===== src/sv/sss_pkg.sv =====
// Types, constants and helper functions of the state-space step block.
`timescale 1ns / 1ps
`default_nettype none

package sss_pkg;

  localparam int MAX_STATES    = 8;
  localparam int MAX_INPUTS    = 4;
  localparam int MAX_OUTPUTS   = 4;
  localparam int VALUE_BITS    = 32;
  localparam int FRACTION_BITS = 16;

  localparam int FIELD_BITS = 32;
  localparam int CFG_W      = 4;
  localparam int CFG_IDX_W  = 2;

  localparam int MAX_SI  = (MAX_STATES > MAX_INPUTS) ? MAX_STATES : MAX_INPUTS;
  localparam int MAX_DIM = (MAX_SI > MAX_OUTPUTS) ? MAX_SI : MAX_OUTPUTS;
  localparam int CNT_W   = $clog2(MAX_DIM + 1);
  localparam int IX_W    = $clog2(MAX_DIM);
  localparam int XI_W    = $clog2(MAX_STATES);
  localparam int UI_W    = (MAX_INPUTS > 1) ? $clog2(MAX_INPUTS) : 1;

  localparam int COEF_A_BASE = 0;
  localparam int COEF_B_BASE = COEF_A_BASE + MAX_STATES * MAX_STATES;
  localparam int COEF_C_BASE = COEF_B_BASE + MAX_STATES * MAX_INPUTS;
  localparam int COEF_D_BASE = COEF_C_BASE + MAX_OUTPUTS * MAX_STATES;
  localparam int COEF_DEPTH  = COEF_D_BASE + MAX_OUTPUTS * MAX_INPUTS;
  localparam int CA_W        = $clog2(COEF_DEPTH);

  localparam int ACC_W = 2 * VALUE_BITS + $clog2(MAX_STATES + MAX_INPUTS) + 1;

  localparam logic signed [VALUE_BITS-1:0] VAL_MAX = {1'b0, {(VALUE_BITS-1){1'b1}}};
  localparam logic signed [VALUE_BITS-1:0] VAL_MIN = {1'b1, {(VALUE_BITS-1){1'b0}}};
  localparam logic signed [ACC_W-1:0]      SAT_HI  = ACC_W'(VAL_MAX);
  localparam logic signed [ACC_W-1:0]      SAT_LO  = ACC_W'(VAL_MIN);

  localparam logic [1:0] OP_COEF   = 2'd0;
  localparam logic [1:0] OP_STATE  = 2'd1;
  localparam logic [1:0] OP_SAMPLE = 2'd2;

  localparam logic [1:0] MAT_A = 2'd0;
  localparam logic [1:0] MAT_B = 2'd1;
  localparam logic [1:0] MAT_C = 2'd2;
  localparam logic [1:0] MAT_D = 2'd3;

  localparam logic KIND_Y = 1'b0;
  localparam logic KIND_X = 1'b1;

  localparam logic [CFG_IDX_W-1:0] CFG_STATE_COUNT  = 2'd0;
  localparam logic [CFG_IDX_W-1:0] CFG_INPUT_COUNT  = 2'd1;
  localparam logic [CFG_IDX_W-1:0] CFG_OUTPUT_COUNT = 2'd2;

  typedef enum logic [2:0] {
    ST_IDLE,
    ST_ISSUE,
    ST_DRAIN,
    ST_FINISH,
    ST_EMIT,
    ST_COMMIT
  } ctrl_state_t;

  typedef struct packed {
    logic [1:0]                   opcode;
    logic [1:0]                   matrix_select;
    logic [2:0]                   row;
    logic [2:0]                   col;
    logic signed [FIELD_BITS-1:0] value;
    logic                         last_input;
  } in_item_t;

  typedef struct packed {
    logic                         result_kind;
    logic [2:0]                   result_index;
    logic signed [FIELD_BITS-1:0] result_value;
    logic                         saturated;
    logic                         result_last;
  } out_item_t;

  typedef struct packed {
    logic            accept;
    logic            issue;
    logic            clear;
    logic            kind;
    logic [IX_W-1:0] row;
    logic [IX_W-1:0] term;
    logic            phase_in;
    logic            finish;
    logic            emit;
    logic            last;
    logic            commit;
  } dp_cmd_t;

  typedef struct packed {
    logic [CNT_W-1:0] n;
    logic [CNT_W-1:0] m;
    logic [CNT_W-1:0] p;
    logic             out_free;
  } dp_stat_t;

  // Flat address of one coefficient in the shared coefficient memory.
  function automatic logic [CA_W-1:0] coef_addr(input logic [1:0] sel,
                                                input int unsigned r,
                                                input int unsigned c);
    int unsigned a;
    case (sel)
      MAT_A:   a = COEF_A_BASE + r * MAX_STATES + c;
      MAT_B:   a = COEF_B_BASE + r * MAX_INPUTS + c;
      MAT_C:   a = COEF_C_BASE + r * MAX_STATES + c;
      MAT_D:   a = COEF_D_BASE + r * MAX_INPUTS + c;
      default: a = 0;
    endcase
    return CA_W'(a);
  endfunction

endpackage

`default_nettype wire


===== src/sv/sss_ctrl.sv =====
// Sequencer that steps the multiply-accumulate datapath through rows and terms.
`timescale 1ns / 1ps
`default_nettype none

module sss_ctrl (
  input  wire logic               clk,
  input  wire logic               rst_n,
  input  wire logic               in_valid,
  input  wire sss_pkg::in_item_t  in_data,
  output logic                    in_stall,
  input  wire sss_pkg::dp_stat_t  stat,
  output sss_pkg::dp_cmd_t        cmd
);

  sss_pkg::ctrl_state_t state_r, state_nxt;
  logic                      kind_r, kind_nxt;
  logic [sss_pkg::IX_W-1:0]  row_r, row_nxt;
  logic [sss_pkg::IX_W-1:0]  term_r, term_nxt;
  logic                      phase_r, phase_nxt;
  logic                      drain_r, drain_nxt;

  logic accept;
  logic start;
  logic term_end;
  logic last_row;
  logic y_done;

  assign accept = in_valid && (state_r == sss_pkg::ST_IDLE);
  assign start  = accept && (in_data.opcode == sss_pkg::OP_SAMPLE) && in_data.last_input;

  assign term_end = phase_r
    ? (sss_pkg::CNT_W'(term_r) == stat.m - sss_pkg::CNT_W'(1))
    : (sss_pkg::CNT_W'(term_r) == stat.n - sss_pkg::CNT_W'(1));
  assign last_row = (kind_r == sss_pkg::KIND_X)
    && (sss_pkg::CNT_W'(row_r) == stat.n - sss_pkg::CNT_W'(1));
  assign y_done = (kind_r == sss_pkg::KIND_Y)
    && (sss_pkg::CNT_W'(row_r) == stat.p - sss_pkg::CNT_W'(1));

  always_comb begin
    state_nxt = state_r;
    case (state_r)
      sss_pkg::ST_IDLE: begin
        if (start) begin
          state_nxt = sss_pkg::ST_ISSUE;
        end
      end
      sss_pkg::ST_ISSUE: begin
        if (phase_r && term_end) begin
          state_nxt = sss_pkg::ST_DRAIN;
        end
      end
      sss_pkg::ST_DRAIN: begin
        if (drain_r) begin
          state_nxt = sss_pkg::ST_FINISH;
        end
      end
      sss_pkg::ST_FINISH: begin
        state_nxt = sss_pkg::ST_EMIT;
      end
      sss_pkg::ST_EMIT: begin
        if (stat.out_free) begin
          state_nxt = last_row ? sss_pkg::ST_COMMIT : sss_pkg::ST_ISSUE;
        end
      end
      sss_pkg::ST_COMMIT: begin
        state_nxt = sss_pkg::ST_IDLE;
      end
      default: begin
        state_nxt = sss_pkg::ST_IDLE;
      end
    endcase
  end

  always_comb begin
    kind_nxt  = kind_r;
    row_nxt   = row_r;
    term_nxt  = term_r;
    phase_nxt = phase_r;
    drain_nxt = drain_r;
    case (state_r)
      sss_pkg::ST_IDLE: begin
        if (start) begin
          kind_nxt  = (stat.p == '0) ? sss_pkg::KIND_X : sss_pkg::KIND_Y;
          row_nxt   = '0;
          term_nxt  = '0;
          phase_nxt = 1'b0;
        end
      end
      sss_pkg::ST_ISSUE: begin
        if (term_end) begin
          term_nxt = '0;
          if (!phase_r) begin
            phase_nxt = 1'b1;
          end else begin
            drain_nxt = 1'b0;
          end
        end else begin
          term_nxt = term_r + 1'b1;
        end
      end
      sss_pkg::ST_DRAIN: begin
        drain_nxt = 1'b1;
      end
      sss_pkg::ST_EMIT: begin
        if (stat.out_free && !last_row) begin
          term_nxt  = '0;
          phase_nxt = 1'b0;
          if (y_done) begin
            kind_nxt = sss_pkg::KIND_X;
            row_nxt  = '0;
          end else begin
            row_nxt = row_r + 1'b1;
          end
        end
      end
      default: begin
      end
    endcase
  end

  always_comb begin
    cmd          = '0;
    cmd.kind     = kind_r;
    cmd.row      = row_r;
    cmd.term     = term_r;
    cmd.phase_in = phase_r;
    cmd.last     = last_row;
    cmd.accept   = accept;
    in_stall     = (state_r != sss_pkg::ST_IDLE);
    case (state_r)
      sss_pkg::ST_ISSUE: begin
        cmd.issue = 1'b1;
        cmd.clear = (term_r == '0) && !phase_r;
      end
      sss_pkg::ST_FINISH: begin
        cmd.finish = 1'b1;
      end
      sss_pkg::ST_EMIT: begin
        cmd.emit = 1'b1;
      end
      sss_pkg::ST_COMMIT: begin
        cmd.commit = 1'b1;
      end
      default: begin
      end
    endcase
  end

  always_ff @(posedge clk) begin
    if (!rst_n) begin
      state_r <= sss_pkg::ST_IDLE;
      kind_r  <= sss_pkg::KIND_Y;
      row_r   <= '0;
      term_r  <= '0;
      phase_r <= 1'b0;
      drain_r <= 1'b0;
    end else begin
      state_r <= state_nxt;
      kind_r  <= kind_nxt;
      row_r   <= row_nxt;
      term_r  <= term_nxt;
      phase_r <= phase_nxt;
      drain_r <= drain_nxt;
    end
  end

endmodule

`default_nettype wire


===== config.mk =====
export PLATFORM = sky130hd
export DESIGN_NAME = sss_ctrl
export DESIGN_NICKNAME = d
export VERILOG_FILES = /design/src/sv/sss_pkg.sv /design/src/sv/sss_ctrl.sv
export SDC_FILE = /design/constraint.sdc
export NUM_CORES = 1
export LEC_CHECK = 0
export ABC_AREA = 1
export BUFFER_PORTS_ARGS = -buffer_cell sky130_fd_sc_hd__buf_2
export CAP_MARGIN = 20
export CORE_MARGIN = 2
export CORE_UTILIZATION = 45
export CTS_CLUSTER_DIAMETER = 60
export CTS_CLUSTER_SIZE = 28
export DETAILED_ROUTE_END_ITERATION = 10
export PLACE_DENSITY = 0.85
export SLEW_MARGIN = 20
export SYNTH_ARGS = -nofsm -noshare
export SYNTH_HDL_FRONTEND = slang
export SYNTH_SLANG_ARGS = --single-unit

===== constraint.sdc =====
create_clock -name clk -period 4.28 [get_ports clk]
set_input_delay 0.856 -clock clk [delete_from_list [all_inputs] [get_ports clk]]
set_output_delay 0.856 -clock clk [all_outputs]
set_load 0.01 [all_outputs]

==> key figures, run 1 <==
Timing
  – Worst Tran Pin Value: between 200 and 300 ps
  – Final worst setup slack: 1440 ps
  – Fin crit period: 2840 ps
  – Setup violations, final: 0
  – Count of final max-slew check failures: 0
  – RSZ-0062 raised after global routing: false
  – Max transition margin: 83.0%
  – Total negative slack: 0 ps
  – Max Fclk: 352 MHz
  – Clk_skew: 0.855 ps
  – Final period util: 66.3%
  – Final hold vios: 0

Place
  – I/O Buffers: 34
  – Final HPWL DP: 2020 um
  – Placed cell area: around 0.0013 mm^2
  – Dpl ws: 1430 ps
  – Cells after DPL: approximately 260
  – GPL Wtd Cong: 0.830

Die
  – Die area: 0.00301 mm^2
  – # IOs: 75
  – CORE AREA: 0.00245 mm^2
  – Die height: 54.8 um
  – Starting density of the core: between 40% and 50%
  – DIE WIDTH: around 55 um
  – Rows: 18

Global route
  – Antenna violations before repair: 0
  – Global Route Usage Sum: 17.4%
  – Largest net degree at the start of global routing: 9
  – Grt total ovfl: 0
  – First-pass GRT wire length: a little under 4000 um
  – Vias in the first global route: between 1000 and 1500

Setup path
  – Crit start category: primary input
  – Max stage delay cell, worst path: ha_1
  – Setup crit end kind: output port
  – Critical Path Stages: 10
  – Reg2Reg Depth: 11
  – Bufs and invs on worst path: 5
  – Crit-path leading delay family: buffers and inverters
  – Slowest stage delay, CP: 310 ps
  – Crit path DAT: 1980 ps
  – Critical path, cell by cell: buf_2 > inv_2 > ha_1 > inv_1 > nand2_1 > nand2_1 > nor2_1 > nand3_1 > inv_1 > buf_2
  – Crit path kind: in2out
  – Crit Path Max Fanout: 4
  – Required @ worst endpoint: 3420 ps

CTS
  – CTS tree: done
  – Num CTS Buffers: 3
  – CTS Hold Bufs: 0
  – Sink Count: 12
  – Clock tree buffer depth: 2
  – Max H-tree Level: 1
  – Clock latency on the worst-skew pair: 270 ps
  – Post-CTS sizing: 0
  – CTS root buffer: clkbuf_4
  – Setup bufs post-CTS: 0
  – Clk pin slew, worst setup/hold paths: 80 ps

Routing
  – Drt pass-1 iters: 4
  – Post-route ant nets: 0
  – Total Wirelength: 2390 um
  – Wire length per cell: 9.18 um
  – Vias per cell: 4.77
  – DRT iter0 DRCs: 28
  – Via Count: 1239
  – Residual DRC: 0

Synth
  – Synthesized Nets: 263
  – Gate Count Post-Synth: 197
  – Yosys reg bits: 12
  – Yosys synthesis warning count: 0
  – Cell Area, Synth: 0.00116 mm^2
  – Post-synthesis cell type count: 22
  – Avg Cell Area, Syn: 5.90 um^2
  – Seq/Total Area, Yosys: 20.7%

Power
  – PwrDens: 228 mW/mm^2
  – Switch share: 34.0%
  – P_int: approximately 210 uW
  – Peak VDD IR: roughly 0.00015 V
  – Gate power share: a little under a third
  – Clock Power Share: 29.2%
  – Sequential power share: 39.7%
  – Leak: about 0.80 nW
  – P_sw: approximately 110 uW

Cells and area
  – Most common cell after layout, fill and taps aside: nand2_1
  – Core Util, Final: a little under three fifths
  – Area of the multi-input gates: 757 um^2
  – Area Growth Syn to Fin: 17.8%
  – Most frequent cells in the layout: nand2_1, buf_2, inv_1
  – FF/Latch Area: 240 um^2
  – Final-layout fill cell count: 263
  – Final net count: a little under 300
  – Antenna fix cells: 0
  – Finished Layout Cells: 260
  – Share of cells above drive strength 1: between 20% and 30%
  – Final instance area: 0.00137 mm^2

Run status
  – Status: complete, no violations

Run
  – Maxcap violations: 0

Hold path
  – Hold crit path type: reg2reg
  – Hold depth: 2
-- per-stage QoR --
stage,power [mW],hold WS (ps)
global placement,0.222,452
floorplan,0.200,439
global route,0.334,517
CTS,0.314,468
finish,0.312,469
detailed placement,0.224,456
-- synthesized netlist by cell type, drive strengths merged --
cell type | instances | share of area [%]
o21ai | 6 | 2.9
nor3 | 2 | 0.86
o21bai | 1 | 0.65
nor2 | 21 | 7.6
or2 | 1 | 0.54
buf | 5 | 3.2
ha | 7 | 7.5
inv | 34 | 11
a21oi | 9 | 4.5
dfxtp | 12 | 21
nand2 | 71 | 27
xor2 | 3 | 2.3
nand3 | 25 | 12
-- final cells by class --
class,instances,share of cell area (%)
multi-input combinational,146,55.3
sequential,12,17.6
timing repair buffer,34,12.4
inverter,34,9.32
tap,30,2.74
clock buffer,4,2.65
-- metal layers --
layer	GRT usage [%]	vias up	routed length (um)
li1	-	673	-
met1	21.7	541	1090
met2	31.3	20	1170
met3	2.46	5	103
met4	3.75	0	21
met5	0	-	0
-- logic make-up after synthesis --
kind of cell,Yosys count,share of synthesized area [%]
xor+xnor,3,2.26
flops,12,20.7
compound gates,16,8.07
fa+ha+maj,7,7.53
simple gates,120,47.3
buf+inv,39,14.2
-- power groups by stage --
stage	Combinational [mW]	Clock, mW	Sequential [mW]
2_1_floorplan	0.0738	0	0.126
6_report	0.0971	0.0910	0.124
3_3_place_gp	0.0956	0	0.126
5_1_grt	0.111	0.0979	0.125
4_1_cts	0.0980	0.0920	0.124
3_5_place_dp	0.0971	0	0.126
-- final timing paths --
| kind | slack [ps] | startpoint | to |
|---|---|---|---|
| min reg2reg | 470 | drain_r$_SDFFE_PN0P_ | drain_r$_SDFFE_PN0P_ |
| min | 470 | drain_r$_SDFFE_PN0P_ | drain_r$_SDFFE_PN0P_ |
| max | 1440 | stat[9] | cmd[1] |
| max reg2reg | 2780 | phase_r$_SDFFE_PN0P_ | state_r[0]$_SDFFE_PN0P_ |
-- sequential cells by signal, summed over array words and instances (netlist names) --
register / count
state_r: 3
kind_r: 1
row_r: 3
drain_r: 1
term_r: 3
phase_r: 1
-- tightest hold or removal path, stage by stage, from the launching register on --
cell and delay [ps]:
dfxtp_1 320, nand2_1 60, a21oi_1 50
No activity file was read; power rests on OpenSTA's default activity.
==> inputs of run 2 (changes only) <==
Settings changed: CORE_UTILIZATION 45 to 42, PLACE_DENSITY 0.85 to 0.8.
Clock period 4.28 ns to 2.9 ns, I/O delays scaled along.
==> key figures, run 2 (same netlist as run 1, synthesis figures left out) <==
Hold path
  – Hold crit path type: reg2reg

Routing
  – Via Count: about 1200
  – Vias per cell: 4.71
  – Wire length per cell: 8.97 um
  – DRT iter0 DRCs: 29
  – Residual DRC: 0
  – Post-route ant nets: 0
  – Total Wirelength: 2330 um
  – Drt pass-1 iters: 4

Global route
  – Grt total ovfl: 0
  – Largest net degree at the start of global routing: 9
  – Vias in the first global route: 1045
  – Antenna violations before repair: 0
  – First-pass GRT wire length: 4020 um
  – Global Route Usage Sum: approximately 16%

Cells and area
  – Finished Layout Cells: 260
  – Final net count: approximately 300
  – Core Util, Final: between 50% and 60%
  – Antenna fix cells: 0
  – Area Growth Syn to Fin: 16.7%
  – Most common cell after layout, fill and taps aside: nand2_1
  – Final instance area: 0.00136 mm^2
  – Most frequent cells in the layout: nand2_1, buf_2, inv_1
  – Share of cells above drive strength 1: 25.3%
  – Final-layout fill cell count: about 290
  – FF/Latch Area: 240 um^2
  – Biggest regs: row_r x3, state_r x3, term_r x3
  – Area of the multi-input gates: 757 um^2

Die
  – DIE WIDTH: 56.6 um
  – Die area: 0.00320 mm^2
  – Starting density of the core: 43.3%
  – # IOs: 75
  – CORE AREA: 0.00269 mm^2
  – Rows: 19
  – Die height: 56.6 um

Setup path
  – Crit Path Max Fanout: 4
  – Crit-path leading delay family: buffers and inverters
  – Crit path kind: in2out
  – Crit start category: primary input
  – Critical path, cell by cell: buf_2 > inv_2 > ha_1 > inv_1 > nand2_1 > nand2_1 > nor2_1 > nand3_1 > inv_1 > buf_2
  – Crit path DAT: 1680 ps
  – Bufs and invs on worst path: 5
  – Setup crit end kind: output port
  – Slowest stage delay, CP: 320 ps
  – Max stage delay cell, worst path: ha_1
  – Required @ worst endpoint: 2320 ps

CTS
  – CTS root buffer: clkbuf_4
  – Max H-tree Level: 1
  – Post-CTS sizing: 0
  – Num CTS Buffers: 3
  – CTS Hold Bufs: 0
  – Clk pin slew, worst setup/hold paths: approximately 60 ps
  – CTS tree: done
  – Clock tree buffer depth: 2
  – Sink Count: 12
  – Setup bufs post-CTS: 0
  – Clock latency on the worst-skew pair: 270 ps

Power
  – PwrDens: 312 mW/mm^2
  – Overall power: between 400 and 500 uW
  – Leak: ~0.8 nW
  – Peak VDD IR: 0.000281 V

Place
  – Cells after DPL: between 200 and 300
  – I/O Buffers: 34
  – Placed cell area: 0.00133 mm^2
  – GPL Wtd Cong: about 0.79
  – Dpl ws: approximately 630 ps
  – Final HPWL DP: 1940 um

Timing
  – RSZ-0062 raised after global routing: false
  – Count of final max-slew check failures: 0
  – Worst Tran Pin Value: approximately 260 ps
  – Clk_skew: 8.98 ps
  – Max Fclk: ~440 MHz
  – Setup violations, final: 0
  – Final hold vios: 0
  – Max transition margin: 82.5%
  – Fin crit period: approximately 2300 ps
  – Final worst setup slack: 640 ps
  – Final period util: 77.9%
  – Total negative slack: 0 ps
  – WHS: 468 ps

Run
  – Maxcap violations: 0

Run status
  – Status: complete, no violations
## run 2: worst paths after layout
kind,start,to,slack [ps],cells past startpoint
hold reg to reg,drain_r$_SDFFE_PN0P_,drain_r$_SDFFE_PN0P_,470,2
setup / recovery,stat[9],cmd[1],640,10
setup reg to reg,phase_r$_SDFFE_PN0P_,state_r[0]$_SDFFE_PN0P_,1400,11
hold / removal,drain_r$_SDFFE_PN0P_,drain_r$_SDFFE_PN0P_,470,2
## run 2: final cells by class
type	instances	area share, %
Inverter	34	9.41
Tap cell	31	2.86
Sequential cell	12	17.7
Multi-Input combinational cell	146	55.8
Clock buffer	3	1.66
Timing Repair Buffer	34	12.5
## run 2: worst reg2reg max path, delay by kind of cell, from the launching register on
kind | cells | cell delay [ps]
AND/OR/NAND/NOR | 8 | 650
flip-flops | 1 | 460
buffers and inverters | 2 | 170
AO/OA/AOI/OAI | 1 | 110
## run 2: metal layers
layer / wire (um) / GRT usage [%] / share of wire (%)
met5: 0 / 0 / 0
met4: 34 / 5.78 / 1.5
met3: 117 / 4.38 / 5.0
met2: 1120 / 26.6 / 48
met1: 1060 / 18.2 / 45
## run 2: power by group
group | switching [mW] | internal, mW | leakage [nW]
Combinational | 0.0877 | 0.0554 | 0.686
Clock | 0.0494 | 0.0479 | 0.0138
Sequential | 0.0106 | 0.172 | 0.0973
==> inputs of run 3 (changes only) <==
Settings changed: ABC_AREA 1 to 0, PLACE_DENSITY 0.8 to 0.81.
Clock period 2.9 ns to 2.25 ns, I/O delays scaled along.
==> key figures, run 3 <==
Run status
  – Status: complete, no violations

Synth
  – Avg Cell Area, Syn: approximately 7.9 um^2
  – Post-synth ARST share: 0%
  – Gate Count Post-Synth: 140
  – Seq/Total Area, Yosys: 21.6%
  – Cell Area, Synth: 0.00111 mm^2
  – Area leader, netlist: dfxtp_1
  – EDFF count, synth: 0
  – Top FF cell, synth: dfxtp_1
  – Post-synthesis cell type count: between 40 and 50
  – Yosys reg bits: 12
  – Yosys synthesis warning count: 0
  – Synthesized Nets: 206
  – Ranking of synthesized cells by area: dfxtp_1, ha_1, xnor2_1
  – Top-area cell type share of the netlist area: 21.6%
  – Synth top cells by count: inv_1, nand2_1, dfxtp_1

Cells and area
  – Area of the multi-input gates: 753 um^2
  – Biggest regs: row_r x3, state_r x3, term_r x3
  – Area Growth Syn to Fin: 18.3%
  – Most common cell after layout, fill and taps aside: buf_2
  – Most frequent cells in the layout: buf_2, inv_1, nand2_1
  – Share of cells above drive strength 1: about 30%
  – Final net count: 239
  – Final-layout fill cell count: between 200 and 250
  – Antenna fix cells: 0
  – FF/Latch Area: 240 um^2

Timing
  – Max transition margin: 71.2%
  – Setup violations, final: 0
  – Final hold vios: 0
  – RSZ-0062 raised after global routing: false
  – Max Fclk: around 480 MHz
  – Fin crit period: 2080 ps
  – Count of final max-slew check failures: 0
  – Final period util: 92.6%
  – Worst Tran Pin Value: 432 ps
  – Clk_skew: 4.62 ps
  – Total negative slack: 0 ps

Global route
  – Grt total ovfl: 0
  – Global Route Usage Sum: approximately 18%
  – Antenna violations before repair: 0
  – First-pass GRT wire length: roughly 4500 um
  – Largest net degree at the start of global routing: 15
  – Vias in the first global route: 1100

CTS
  – Setup bufs post-CTS: 0
  – Num CTS Buffers: 3
  – CTS Hold Bufs: 0
  – Clk pin slew, worst setup/hold paths: 80 ps
  – Max H-tree Level: 1
  – CTS root buffer: clkbuf_4
  – Clock latency on the worst-skew pair: around 280 ps
  – Sink Count: 12
  – Post-CTS sizing: 0
  – Clock tree buffer depth: 2
  – CTS tree: done

Die
  – Die area: between 0.003 and 0.004 mm^2
  – Die height: 55.5 um
  – Rows: 18
  – Starting density of the core: 44.5%
  – DIE WIDTH: 55.5 um
  – # IOs: 75
  – CORE AREA: 0.00250 mm^2

Power
  – PwrDens: 466 mW/mm^2
  – Overall power: 614 uW
  – Peak VDD IR: 0.000333 V
  – Leak: 0.629 nW

Routing
  – DRT iter0 DRCs: 18
  – Via Count: about 1100
  – Residual DRC: 0
  – Post-route ant nets: 0
  – Total Wirelength: 2590 um
  – Wire length per cell: approximately 13 um
  – Vias per cell: 5.56
  – Drt pass-1 iters: 4

Setup path
  – Setup crit end kind: output port
  – Slowest stage delay, CP: 240 ps
  – Crit start category: primary input
  – Critical path, cell by cell: buf_2 > inv_1 > ha_1 > xor2_1 > and3b_4 > o21ai_0 > inv_1 > buf_2
  – Crit Path Max Fanout: 4
  – Required @ worst endpoint: 1800 ps
  – Reg2Reg Depth: 5
  – Crit path kind: in2out
  – Crit path DAT: 1630 ps
  – Max stage delay cell, worst path: o21ai_0

Run
  – Maxcap violations: 0

Hold path
  – Hold crit path type: reg2reg
  – Hold depth: 2

Place
  – Final HPWL DP: around 2100 um
  – I/O Buffers: 34
  – GPL Wtd Cong: roughly 0.8
run 3: cell types whose count changed in the layout (fill, tap and decap cells not counted), sizes merged, moves of 6 or more:
cell	previous run	this run
nand2	71	15
nand3	25	1
inv	34	15
nor2	21	3
nor3	2	11
xnor2	0	8
a21oi	9	3
run 3: final timing paths:
kind,endpoint,startpoint,slack [ps]
max,cmd[1],stat[10],170
min,drain_r$_SDFFE_PN0P_,drain_r$_SDFFE_PN0P_,480
max reg2reg,term_r[1]$_SDFFE_PN0P_,phase_r$_SDFFE_PN0P_,480
min reg2reg,drain_r$_SDFFE_PN0P_,drain_r$_SDFFE_PN0P_,480
run 3: area by class of cell:
cell class,count,share of cell area [%]
tap,30,2.85
multi-input combinational,104,57.2
timing repair buffer,37,14.6
clock buffer,4,2.76
sequential,12,18.3
inverter,15,4.28
run 3: stage by stage:
step / worst slack (ps) / hold slack, ps / std cells / utilization, % / cell area, um^2
after floorplan: 308 / 436 / 140 / - / 1110
after global placement: 160 / 449 / 198 / 51.2 / 1280
after detailed placement: 150 / 462 / 198 / 51.2 / 1280
after CTS: 150 / 486 / 202 / 52.7 / 1320
after global routing: 47.5 / 512 / 202 / 52.7 / 1320
final: 167 / 480 / 202 / 52.7 / 1320
run 3: critical path, delay by kind of cell:
family,cells,cell delay (ps)
adders and majority gates,1,210
xor gates and xnor gates,1,170
AOI/OAI and AO/OA,1,240
and+or+nand+nor,1,200
buffers and inverters,4,360
run 3: routing by layer:
layer,share of wire (%),track usage (%),up-vias
li1,-,-,564
met1,39,19.5,520
met2,53,31.0,36
met3,6.6,6.09,4
met4,0.89,6.62,0
met5,0,0,-
run 3: kinds of logic after synthesis:
logic type                 count (synthesis)  synth area share, %
muxes                                      4                 3.71
DFF                                       12                 21.6
AOI/OAI and AO/OA                         34                 21.0
adders and majority gates                  7                 7.87
and+or+nand+nor                           45                 24.1
xor gates and xnor gates                  14                 11.0
buffers and inverters                     24                 10.7
run 3: where the power goes:
| group | leakage [nW] | switching [mW] | total (mW) | internal [mW] |
|---|---|---|---|---|
| logic | 0.511 | 0.105 | 0.194 | 0.0892 |
| registers | 0.0972 | 0.0201 | 0.242 | 0.222 |
| clock network | 0.0210 | 0.0793 | 0.178 | 0.0986 |
